<file path="src/hw/rtl/dsfe_pkg.sv">
// ----------------------------------------------------------------------------
// DLE/STX frame encoder package
// Line symbols, queue sizing, work descriptor and sequencer phase helpers.
// ----------------------------------------------------------------------------
`default_nettype none

package dsfe_pkg;

	localparam logic [7:0] SYM_DLE = 8'h10;
	localparam logic [7:0] SYM_STX = 8'h02;
	localparam logic [7:0] SYM_ETX = 8'h03;

	localparam int QUEUE_DEPTH = 4;
	localparam int QUEUE_PTR_W = $clog2(QUEUE_DEPTH);
	localparam int QUEUE_CNT_W = QUEUE_PTR_W + 1;
	localparam logic [QUEUE_CNT_W-1:0] QUEUE_FULL = QUEUE_CNT_W'(QUEUE_DEPTH);

	typedef struct packed {
		logic [7:0] data;
		logic       hdr;
		logic       stuff;
		logic       last;
		logic [7:0] bcc;
	} dsfe_desc_t;

	typedef enum logic [2:0] {
		PH_START,
		PH_HDR_DLE,
		PH_HDR_STX,
		PH_STUFF,
		PH_DATA,
		PH_TRL_DLE,
		PH_TRL_ETX,
		PH_TRL_BCC
	} dsfe_phase_t;

	function automatic dsfe_phase_t first_phase(input dsfe_desc_t d);
		dsfe_phase_t ph;
		if (d.hdr) begin
			ph = PH_HDR_DLE;
		end else if (d.stuff) begin
			ph = PH_STUFF;
		end else begin
			ph = PH_DATA;
		end
		return ph;
	endfunction

	function automatic dsfe_phase_t next_phase(input dsfe_desc_t d, input dsfe_phase_t ph);
		dsfe_phase_t nx;
		unique case (ph)
			PH_HDR_DLE: nx = PH_HDR_STX;
			PH_HDR_STX: nx = d.stuff ? PH_STUFF : PH_DATA;
			PH_STUFF:   nx = PH_DATA;
			PH_DATA:    nx = d.last ? PH_TRL_DLE : PH_START;
			PH_TRL_DLE: nx = PH_TRL_ETX;
			PH_TRL_ETX: nx = PH_TRL_BCC;
			default:    nx = PH_START;
		endcase
		return nx;
	endfunction

	function automatic logic [7:0] phase_byte(input dsfe_desc_t d, input dsfe_phase_t ph);
		logic [7:0] b;
		unique case (ph)
			PH_HDR_STX: b = SYM_STX;
			PH_DATA:    b = d.data;
			PH_TRL_ETX: b = SYM_ETX;
			PH_TRL_BCC: b = d.bcc;
			default:    b = SYM_DLE;
		endcase
		return b;
	endfunction

endpackage

`default_nettype wire

</file>
<file path="src/hw/rtl/dle_stx_frame_encoder.sv">
// ----------------------------------------------------------------------------
// DLE/STX frame encoder
// Byte-stuffing serial framer with DLE STX header, DLE ETX trailer and XOR BCC.
// ----------------------------------------------------------------------------
// Each input item is one payload byte; tlast marks the last byte of a frame.
// The output sends one line byte per cycle while the sink is ready and work is
// queued. An item yields one to seven line bytes: a DLE STX header on the first
// byte of a frame, a doubled DLE for a payload DLE, and a DLE ETX BCC trailer
// after the last byte. The front end takes an item every cycle while its
// four-entry descriptor queue has room, so short bursts enter at full rate;
// the sustained rate is set by the output sequencer at one line byte per ready
// cycle: one line byte per plain payload byte, two per stuffed byte, plus two
// per frame for the header and three for the trailer. The first line byte of
// an item passes through the queue and then the output register to the output.
`default_nettype none

module dle_stx_frame_encoder
	import dsfe_pkg::*;
(
	input  wire logic       clk,
	input  wire logic       arst_n,
	input  wire logic       s_tvalid,
	output logic            s_tready,
	input  wire logic [7:0] s_tdata,   // [7:0] data_byte
	input  wire logic       s_tlast,   // last_byte
	output logic            m_tvalid,
	input  wire logic       m_tready,
	output logic [7:0]      m_tdata,   // [7:0] line_byte
	output logic            m_tlast,   // end_of_run
	output logic            m_tuser    // end_of_frame
);

	logic       q_push;
	logic       q_ready;
	logic       q_pop;
	logic       q_valid;
	dsfe_desc_t q_desc;
	dsfe_desc_t q_head;

	dsfe_front u_front (
		.clk      (clk),
		.arst_n   (arst_n),
		.s_tvalid (s_tvalid),
		.s_tready (s_tready),
		.s_tdata  (s_tdata),
		.s_tlast  (s_tlast),
		.q_ready  (q_ready),
		.q_push   (q_push),
		.q_desc   (q_desc)
	);

	dsfe_fifo u_fifo (
		.clk       (clk),
		.arst_n    (arst_n),
		.push      (q_push),
		.push_desc (q_desc),
		.ready     (q_ready),
		.pop       (q_pop),
		.valid     (q_valid),
		.head      (q_head)
	);

	dsfe_back u_back (
		.clk      (clk),
		.arst_n   (arst_n),
		.q_valid  (q_valid),
		.q_head   (q_head),
		.q_pop    (q_pop),
		.m_tvalid (m_tvalid),
		.m_tready (m_tready),
		.m_tdata  (m_tdata),
		.m_tlast  (m_tlast),
		.m_tuser  (m_tuser)
	);

endmodule

`default_nettype wire

</file>
<file path="src/hw/rtl/dsfe_front.sv">
// ----------------------------------------------------------------------------
// DLE/STX frame encoder front end
// Accepts payload items, tracks frame state and BCC, builds work descriptors.
// ----------------------------------------------------------------------------
`default_nettype none

module dsfe_front
	import dsfe_pkg::*;
(
	input  wire logic       clk,
	input  wire logic       arst_n,
	input  wire logic       s_tvalid,
	output logic            s_tready,
	input  wire logic [7:0] s_tdata,   // [7:0] data_byte
	input  wire logic       s_tlast,   // last_byte
	input  wire logic       q_ready,
	output logic            q_push,
	output dsfe_desc_t      q_desc
);

	logic       open_q;
	logic [7:0] bcc_q;
	logic [7:0] bcc_next;

	assign s_tready = q_ready;
	assign q_push   = s_tvalid && q_ready;
	assign bcc_next = (open_q ? bcc_q : 8'h00) ^ s_tdata;

	always_comb begin
		q_desc.data  = s_tdata;
		q_desc.hdr   = !open_q;
		q_desc.stuff = (s_tdata == SYM_DLE);
		q_desc.last  = s_tlast;
		q_desc.bcc   = bcc_next ^ SYM_ETX;
	end

	always_ff @(posedge clk or negedge arst_n) begin
		if (!arst_n) begin
			open_q <= 1'b0;
			bcc_q  <= 8'h00;
		end else if (q_push) begin
			if (s_tlast) begin
				open_q <= 1'b0;
				bcc_q  <= 8'h00;
			end else begin
				open_q <= 1'b1;
				bcc_q  <= bcc_next;
			end
		end
	end

endmodule

`default_nettype wire

</file>
<file path="src/hw/rtl/dsfe_fifo.sv">
// ----------------------------------------------------------------------------
// DLE/STX frame encoder descriptor queue
// Short first-in first-out queue between the front end and the sequencer.
// ----------------------------------------------------------------------------
`default_nettype none

module dsfe_fifo
	import dsfe_pkg::*;
(
	input  wire logic        clk,
	input  wire logic        arst_n,
	input  wire logic        push,
	input  wire dsfe_desc_t  push_desc,
	output logic             ready,
	input  wire logic        pop,
	output logic             valid,
	output dsfe_desc_t       head
);

	dsfe_desc_t                 mem [QUEUE_DEPTH];
	logic [QUEUE_PTR_W-1:0]     wr_ptr_q;
	logic [QUEUE_PTR_W-1:0]     rd_ptr_q;
	logic [QUEUE_CNT_W-1:0]     count_q;

	assign ready = (count_q != QUEUE_FULL);
	assign valid = (count_q != '0);
	assign head  = mem[rd_ptr_q];

	always_ff @(posedge clk) begin
		if (push) begin
			mem[wr_ptr_q] <= push_desc;
		end
	end

	always_ff @(posedge clk or negedge arst_n) begin
		if (!arst_n) begin
			wr_ptr_q <= '0;
			rd_ptr_q <= '0;
			count_q  <= '0;
		end else begin
			if (push) begin
				wr_ptr_q <= wr_ptr_q + 1'b1;
			end
			if (pop) begin
				rd_ptr_q <= rd_ptr_q + 1'b1;
			end
			if (push && !pop) begin
				count_q <= count_q + 1'b1;
			end else if (pop && !push) begin
				count_q <= count_q - 1'b1;
			end
		end
	end

endmodule

`default_nettype wire

</file>
<file path="src/hw/rtl/dsfe_back.sv">
// ----------------------------------------------------------------------------
// DLE/STX frame encoder back end
// Steps through each descriptor, sending one line byte per ready cycle.
// ----------------------------------------------------------------------------
`default_nettype none

module dsfe_back
	import dsfe_pkg::*;
(
	input  wire logic        clk,
	input  wire logic        arst_n,
	input  wire logic        q_valid,
	input  wire dsfe_desc_t  q_head,
	output logic             q_pop,
	output logic             m_tvalid,
	input  wire logic        m_tready,
	output logic [7:0]       m_tdata,   // [7:0] line_byte
	output logic             m_tlast,   // end_of_run
	output logic             m_tuser    // end_of_frame
);

	dsfe_phase_t phase_q;
	dsfe_phase_t phase_d;
	dsfe_phase_t cur_ph;
	dsfe_phase_t nxt_ph;
	logic        load;
	logic        tvalid_q;
	logic [7:0]  tdata_q;
	logic        tlast_q;
	logic        tuser_q;

	always_comb begin
		cur_ph  = (phase_q == PH_START) ? first_phase(q_head) : phase_q;
		nxt_ph  = next_phase(q_head, cur_ph);
		load    = q_valid && (!tvalid_q || m_tready);
		q_pop   = load && (nxt_ph == PH_START);
		phase_d = load ? nxt_ph : phase_q;
	end

	always_ff @(posedge clk or negedge arst_n) begin
		if (!arst_n) begin
			phase_q  <= PH_START;
			tvalid_q <= 1'b0;
		end else begin
			phase_q <= phase_d;
			if (load) begin
				tvalid_q <= 1'b1;
			end else if (m_tready) begin
				tvalid_q <= 1'b0;
			end
		end
	end

	always_ff @(posedge clk) begin
		if (load) begin
			tdata_q <= phase_byte(q_head, cur_ph);
			tlast_q <= (nxt_ph == PH_START);
			tuser_q <= (cur_ph == PH_TRL_BCC);
		end
	end

	assign m_tvalid = tvalid_q;
	assign m_tdata  = tdata_q;
	assign m_tlast  = tlast_q;
	assign m_tuser  = tuser_q;

endmodule

`default_nettype wire

</file>
<file path="config.mk">
export PLATFORM = sky130hd
export DESIGN_NAME = dle_stx_frame_encoder
export DESIGN_NICKNAME = d
export VERILOG_FILES = /design/src/hw/rtl/dsfe_pkg.sv /design/src/hw/rtl/dle_stx_frame_encoder.sv /design/src/hw/rtl/dsfe_front.sv /design/src/hw/rtl/dsfe_fifo.sv /design/src/hw/rtl/dsfe_back.sv
export SDC_FILE = /design/constraint.sdc
export NUM_CORES = 1
export LEC_CHECK = 0
export BUFFER_PORTS_ARGS = -buffer_cell sky130_fd_sc_hd__clkbuf_2
export CAP_MARGIN = 25
export CORE_MARGIN = 5
export CORE_UTILIZATION = 54
export CTS_CLUSTER_DIAMETER = 150
export DETAILED_ROUTE_END_ITERATION = 10
export PLACE_DENSITY = 0.8
export SLEW_MARGIN = 20
export SYNTH_ARGS = -nofsm -noshare
export SYNTH_HDL_FRONTEND = slang
export SYNTH_HIERARCHICAL = 1
export SYNTH_SLANG_ARGS = --single-unit
</file>
<file path="constraint.sdc">
create_clock -name clk -period 3 [get_ports clk]
set_clock_uncertainty 0.1 [all_clocks]
set_input_delay 0.15 -clock clk [delete_from_list [all_inputs] [get_ports clk]]
set_output_delay 0.15 -clock clk [all_outputs]
set_load 0.05 [all_outputs]
</file>
* Word level (Yosys, flattened, before mapping)
Memory sizes are Yosys's and may differ from the RTL's. Cells that the tools add are included.
Operators by class: add/subtract/negate cells 4, multipliers 0, divide/modulo/power cells 0, $lt $le $gt $ge 0, eq/ne operators 9, shift-type cells 0, multiplexer cells 15, bitwise gates (word level) 2, reductions and logical operators 15
Operators with widths (count):
- $pmux W8 S4 | 1
- $mux W3 | 6
- $pmux W3 S6 | 1
- $mux W8 | 2
- $eq A3 B3 Y1 const B | 4
- $eq A8 B5 Y1 const B | 1
- $xor A8 B8 Y8 | 1
- $eq A3 B2 Y1 const B | 2
- $logic_not A3 Y1 | 2
- $logic_and A1 B1 Y1 | 5
- $mux W1 | 5
- $add A2 B1 Y2 const B | 2
- $logic_not A1 Y1 | 4
- $reduce_bool A2 Y1 | 2
- $add A3 B1 Y3 const B | 1
- $eq A3 B1 Y1 const B | 1
- $ne A3 B3 Y1 const B | 1
- $reduce_bool A3 Y1 | 1
- $sub A3 B1 Y3 const B | 1
- $not A2 Y2 | 1
- $logic_or A1 B1 Y1 | 1
Storage, ports and cells: register bits after elaboration 30, latch bits 0, RAM bits 76, ROM bits 0, bits of input ports 13, memories kept 1
Memory list:
- u_fifo.mem | depth 4, bits a word 19, read ports 1, clocked after Yosys merged registers in 0, wr ports 1, RTL line dsfe_fifo.sv:20 | dsfe_desc_t mem [QUEUE_DEPTH];

* Depth between registers and ports, before layout
An unclocked memory read counts as a cell.
depth in word-level cells 11, mapped depth 12, mapped depth without buffers 11

* Cells and area by module
The synthesis kept the hierarchy.
By module, submodules not included:
- dsfe_fifo | instances 1, cells an instance 134, area each 3138.0 µm²
- dsfe_back | instances 1, cells an instance 66, area each 768.2 µm²
- dsfe_front | instances 1, cells an instance 56, area each 651.9 µm²

* Worst setup path after synthesis
No wires, ideal clock.
kind reg-to-reg, start reg u_fifo.rd_ptr_q[0], end reg u_fifo.count_q[1], library setup time 125 ps, arrival 2700 ps, data required time 2775 ps, setup slack 76 ps, cell stages (with the launch flop) 11, clock period less this slack 2924 ps, cells stage by stage dfrtp_1 > buf_6 > mux4_2 > o21ba_4 > nor4_1 > o21a_1 > inv_1 > ha_1 > inv_1 > fa_1 > mux2_2
RTL lines:
- from (decl) | RTL line dsfe_fifo.sv:22 | logic [QUEUE_PTR_W-1:0] rd_ptr_q;
- from (signal assigned) | RTL line dsfe_fifo.sv:45 | rd_ptr_q <= rd_ptr_q + 1'b1;
- to (signal assigned) | RTL line dsfe_fifo.sv:48 | count_q <= count_q + 1'b1;
- to (signal assigned) | RTL line dsfe_fifo.sv:50 | count_q <= count_q - 1'b1;
- to (decl) | RTL line dsfe_fifo.sv:23 | logic [QUEUE_CNT_W-1:0] count_q;

==> reports/metrics.cfg <==
[outcome]
status=completed

[synth]
synthXorXnorAreaFrac=0.0384
synth_ff_type=edfxtp_1
synth_compound_area_frac=0.0576
yosysTopAreaCell=edfxtp_1
synth_top_area_frac=0.567
async_reset_ff_frac=0.189
syn_area_mm2=0.00456
synth_top_family_by_area=multiplexers
ys_types=47
synth_common_cells=86 x edfxtp_1, 20 x dfrtp_1, 18 x mux4_2, 12 x a22o_1, 10 x buf_4
synthesis.nets=275
synth_simple_gate_area_frac=0.0703
syn_avg_cell_area_um2=17.8
ys.warnings.count=6
synth_area_leaders=edfxtp_1 57%, dfrtp_1 11%, mux4_2 8.9%
synth_most_common_cell=edfxtp_1
netlist_instances=256
synth.area.mux_share=0.0972
synth_fa_ha_area_frac=0.0181
yosysSeqAreaShare=0.676
synth-seq-cells=106
synth_edf_count=86

[setup_path]
critPathArrivalTime_ns=2.99
endpoint_kind=flop
crit_type=reg -> reg
rr_startpoint=u_fifo/rd_ptr_q[0]
crit_end=u_fifo/count_q[1]
critical_path.startpoint=u_fifo/rd_ptr_q[0]
reg2reg_slack_ns=0.17
rr_worst_depth=9
critPathLaunchType=flop
cp.required_ns=3.16
r2r-end=u_fifo/count_q[1]
path_max_fanout=4

[finish]
final_util=0.619
layout.cells.non_filler=405
area_growth_pct=11.6
nets=314
fin_area_mm2=0.00508
antenna_cells=0
fill_cells=577
final_layout_size_suffix_gt1_frac=0.317

[drt]
vias=2267
drc=0
ant_nets=0
wirelength_mm=7.69
drt_iter0_drc=105
wire_per_inst_um=19.0
drtPass1Iterations=4
routed_via_density=5.60

[pwr]
ir_worst_vdd_uv=372
clockPowerShare=0.167
seq_power_share=0.462
swShare=0.367
comb_power_share=0.371
switching_power_uw=1860
intPower_uw=3210
power_density_mw_per_mm2=997
power.leakage_uw=0.00192

[worst_hold_path]
holdCritPathClass=in -> reg

[clocking]
cts_tree=done
h-tree-depth=3
root_buffer=clkbuf_8
clock_path_buffers=2
cts_buffers=9
cts.sinks=106
cts_setup_buffers=0
clock_latency_ns=0.36
cts.reportedPaths.clkPinSlew_ns=0.11

[placement]
port_buffers=24
place_area_mm2=0.00479
gp_congestion=0.844
dp.cells=379
hpwl_mm=5.19

[sta]
slew_headroom=0.453
rsz0062_at_grt=no
worstMarginPinSlew_ns=0.820
finalSetupTns_ns=0
timing.fmax_mhz=354
min_period_ns=2.83
fin_crit_sh=0.942
finalHoldViolCount=0
final_max_slew_viol_count=0
setup_viol=0

[grt]
grt_pass1_vias=2373
grt_use_total=0.165
grt_max_degree=21
grt_pass1_wl_mm=12.7
grt_antenna_before_repair=0
globalRouteOverflowTotal=0

[die]
io-pin-count=25
die_w_um=102
core-area_mm2=0.00822
dieArea_mm2=0.0104
row_count=33
start_util=0.555
die_h_um=102

[flow_run]
maxCapViolations=0

[registers in the layout, summed over array words and instances (netlist names)]
register	count
u_back/m_tvalid	1
u_fifo/count_q	3
u_front/open_q	1
u_fifo/rd_ptr_q	2
u_fifo/wr_ptr_q	2
u_back/m_tdata	8
u_fifo/mem	76
u_front/bcc_q	8
u_back/m_tlast	1
u_back/phase_q	3
u_back/m_tuser	1
[power groups by stage]
stage | clock (uW) | sequential [uW] | combinational (uW)
floorplan | 0 | 2500 | 1290
CTS | 856 | 2340 | 1900
finish | 845 | 2340 | 1880
global route | 923 | 2400 | 2030
global placement | 0 | 2350 | 1830
detailed placement | 0 | 2370 | 1880
[through the flow]
stage	setup slack (ns)	hold slack, ns	power, uW
global placement	0.150	0.0666	4180
finish	0.173	0.135	5070
CTS	0.0131	0.121	5090
floorplan	0.0756	-0.246	3790
detailed placement	0.0445	0.0747	4260
global route	0.0467	0.154	5360
[placed cells by master (no fill, tap or decap), types with 5 or more instances in the layout]
| cell | count |
|---|---|
| ha_1 | 5 |
| dfrtp_1 | 19 |
| inv_1 | 7 |
| clkbuf_8 | 9 |
| edfxtp_1 | 86 |
| xnor2_2 | 6 |
| buf_4 | 10 |
| nor2_1 | 8 |
| xor2_1 | 5 |
| and2_1 | 6 |
| a22o_1 | 12 |
| dlygate4sd3_1 | 10 |
| clkbuf_2 | 24 |
| mux4_2 | 18 |
| nand2_1 | 9 |
| nand2_4 | 8 |
[layout make-up]
class / instances / area (um^2) / area share
tap: 105 / 131 / 0.0258
inverter: 9 / 33.8 / 0.00664
clock buffer: 9 / 124 / 0.0244
timing repair buffer: 47 / 355 / 0.0699
sequential: 106 / 3080 / 0.607
clock inverter: 7 / 66.3 / 0.0130
multi-input combinational: 122 / 1290 / 0.254
[timing repair]
action | in CTS | in global routing
hold buffers | 10 | 0
gates resized for setup | 0 | 2
setup endpoints to repair | 0 | 1
hold endpoints to repair | 56 | 0
[critical path, stage by stage, from the launching register on]
cell,delay (ns)
dfrtp_2,0.43
mux4_2,0.55
o21ba_4,0.26
nor4_2,0.20
o21a_1,0.21
inv_1,0.06
ha_1,0.19
inv_1,0.07
fa_1,0.39
mux2_2,0.27
[logic make-up (layout without fill, tap and decap cells)]
group	count (synthesis)	count (layout)
mux	20	20
xor+xnor	14	14
fa+ha+maj	6	6
simple gates	49	49
buf+inv	28	72
flops	106	106
compound gates	33	33
[layer usage]
metal,share of wire,GRT usage,vias up
met4,0.013,0.0575,0
met2,0.51,0.278,47
met1,0.43,0.219,1161
met5,0,0,-
met3,0.041,0.0314,9
li1,-,-,1050
[worst min path at each step]
| stage | start | end | slack, ns | cells past startpoint |
|---|---|---|---|---|
| after CTS | m_tready | u_back/m_tvalid | 0.12 | 3 |
| after detailed placement | arst_n | u_fifo/wr_ptr_q[1] | 0.07 | 1 |
| final | m_tready | u_back/m_tvalid | 0.14 | 3 |
| after global routing | m_tready | u_back/m_tvalid | 0.15 | 3 |
| after global placement | arst_n | u_fifo/wr_ptr_q[0] | 0.07 | 1 |
| after floorplan | arst_n | u_back/m_tvalid | -0.25 | 0 |
(Power assumes the default switching activity.)
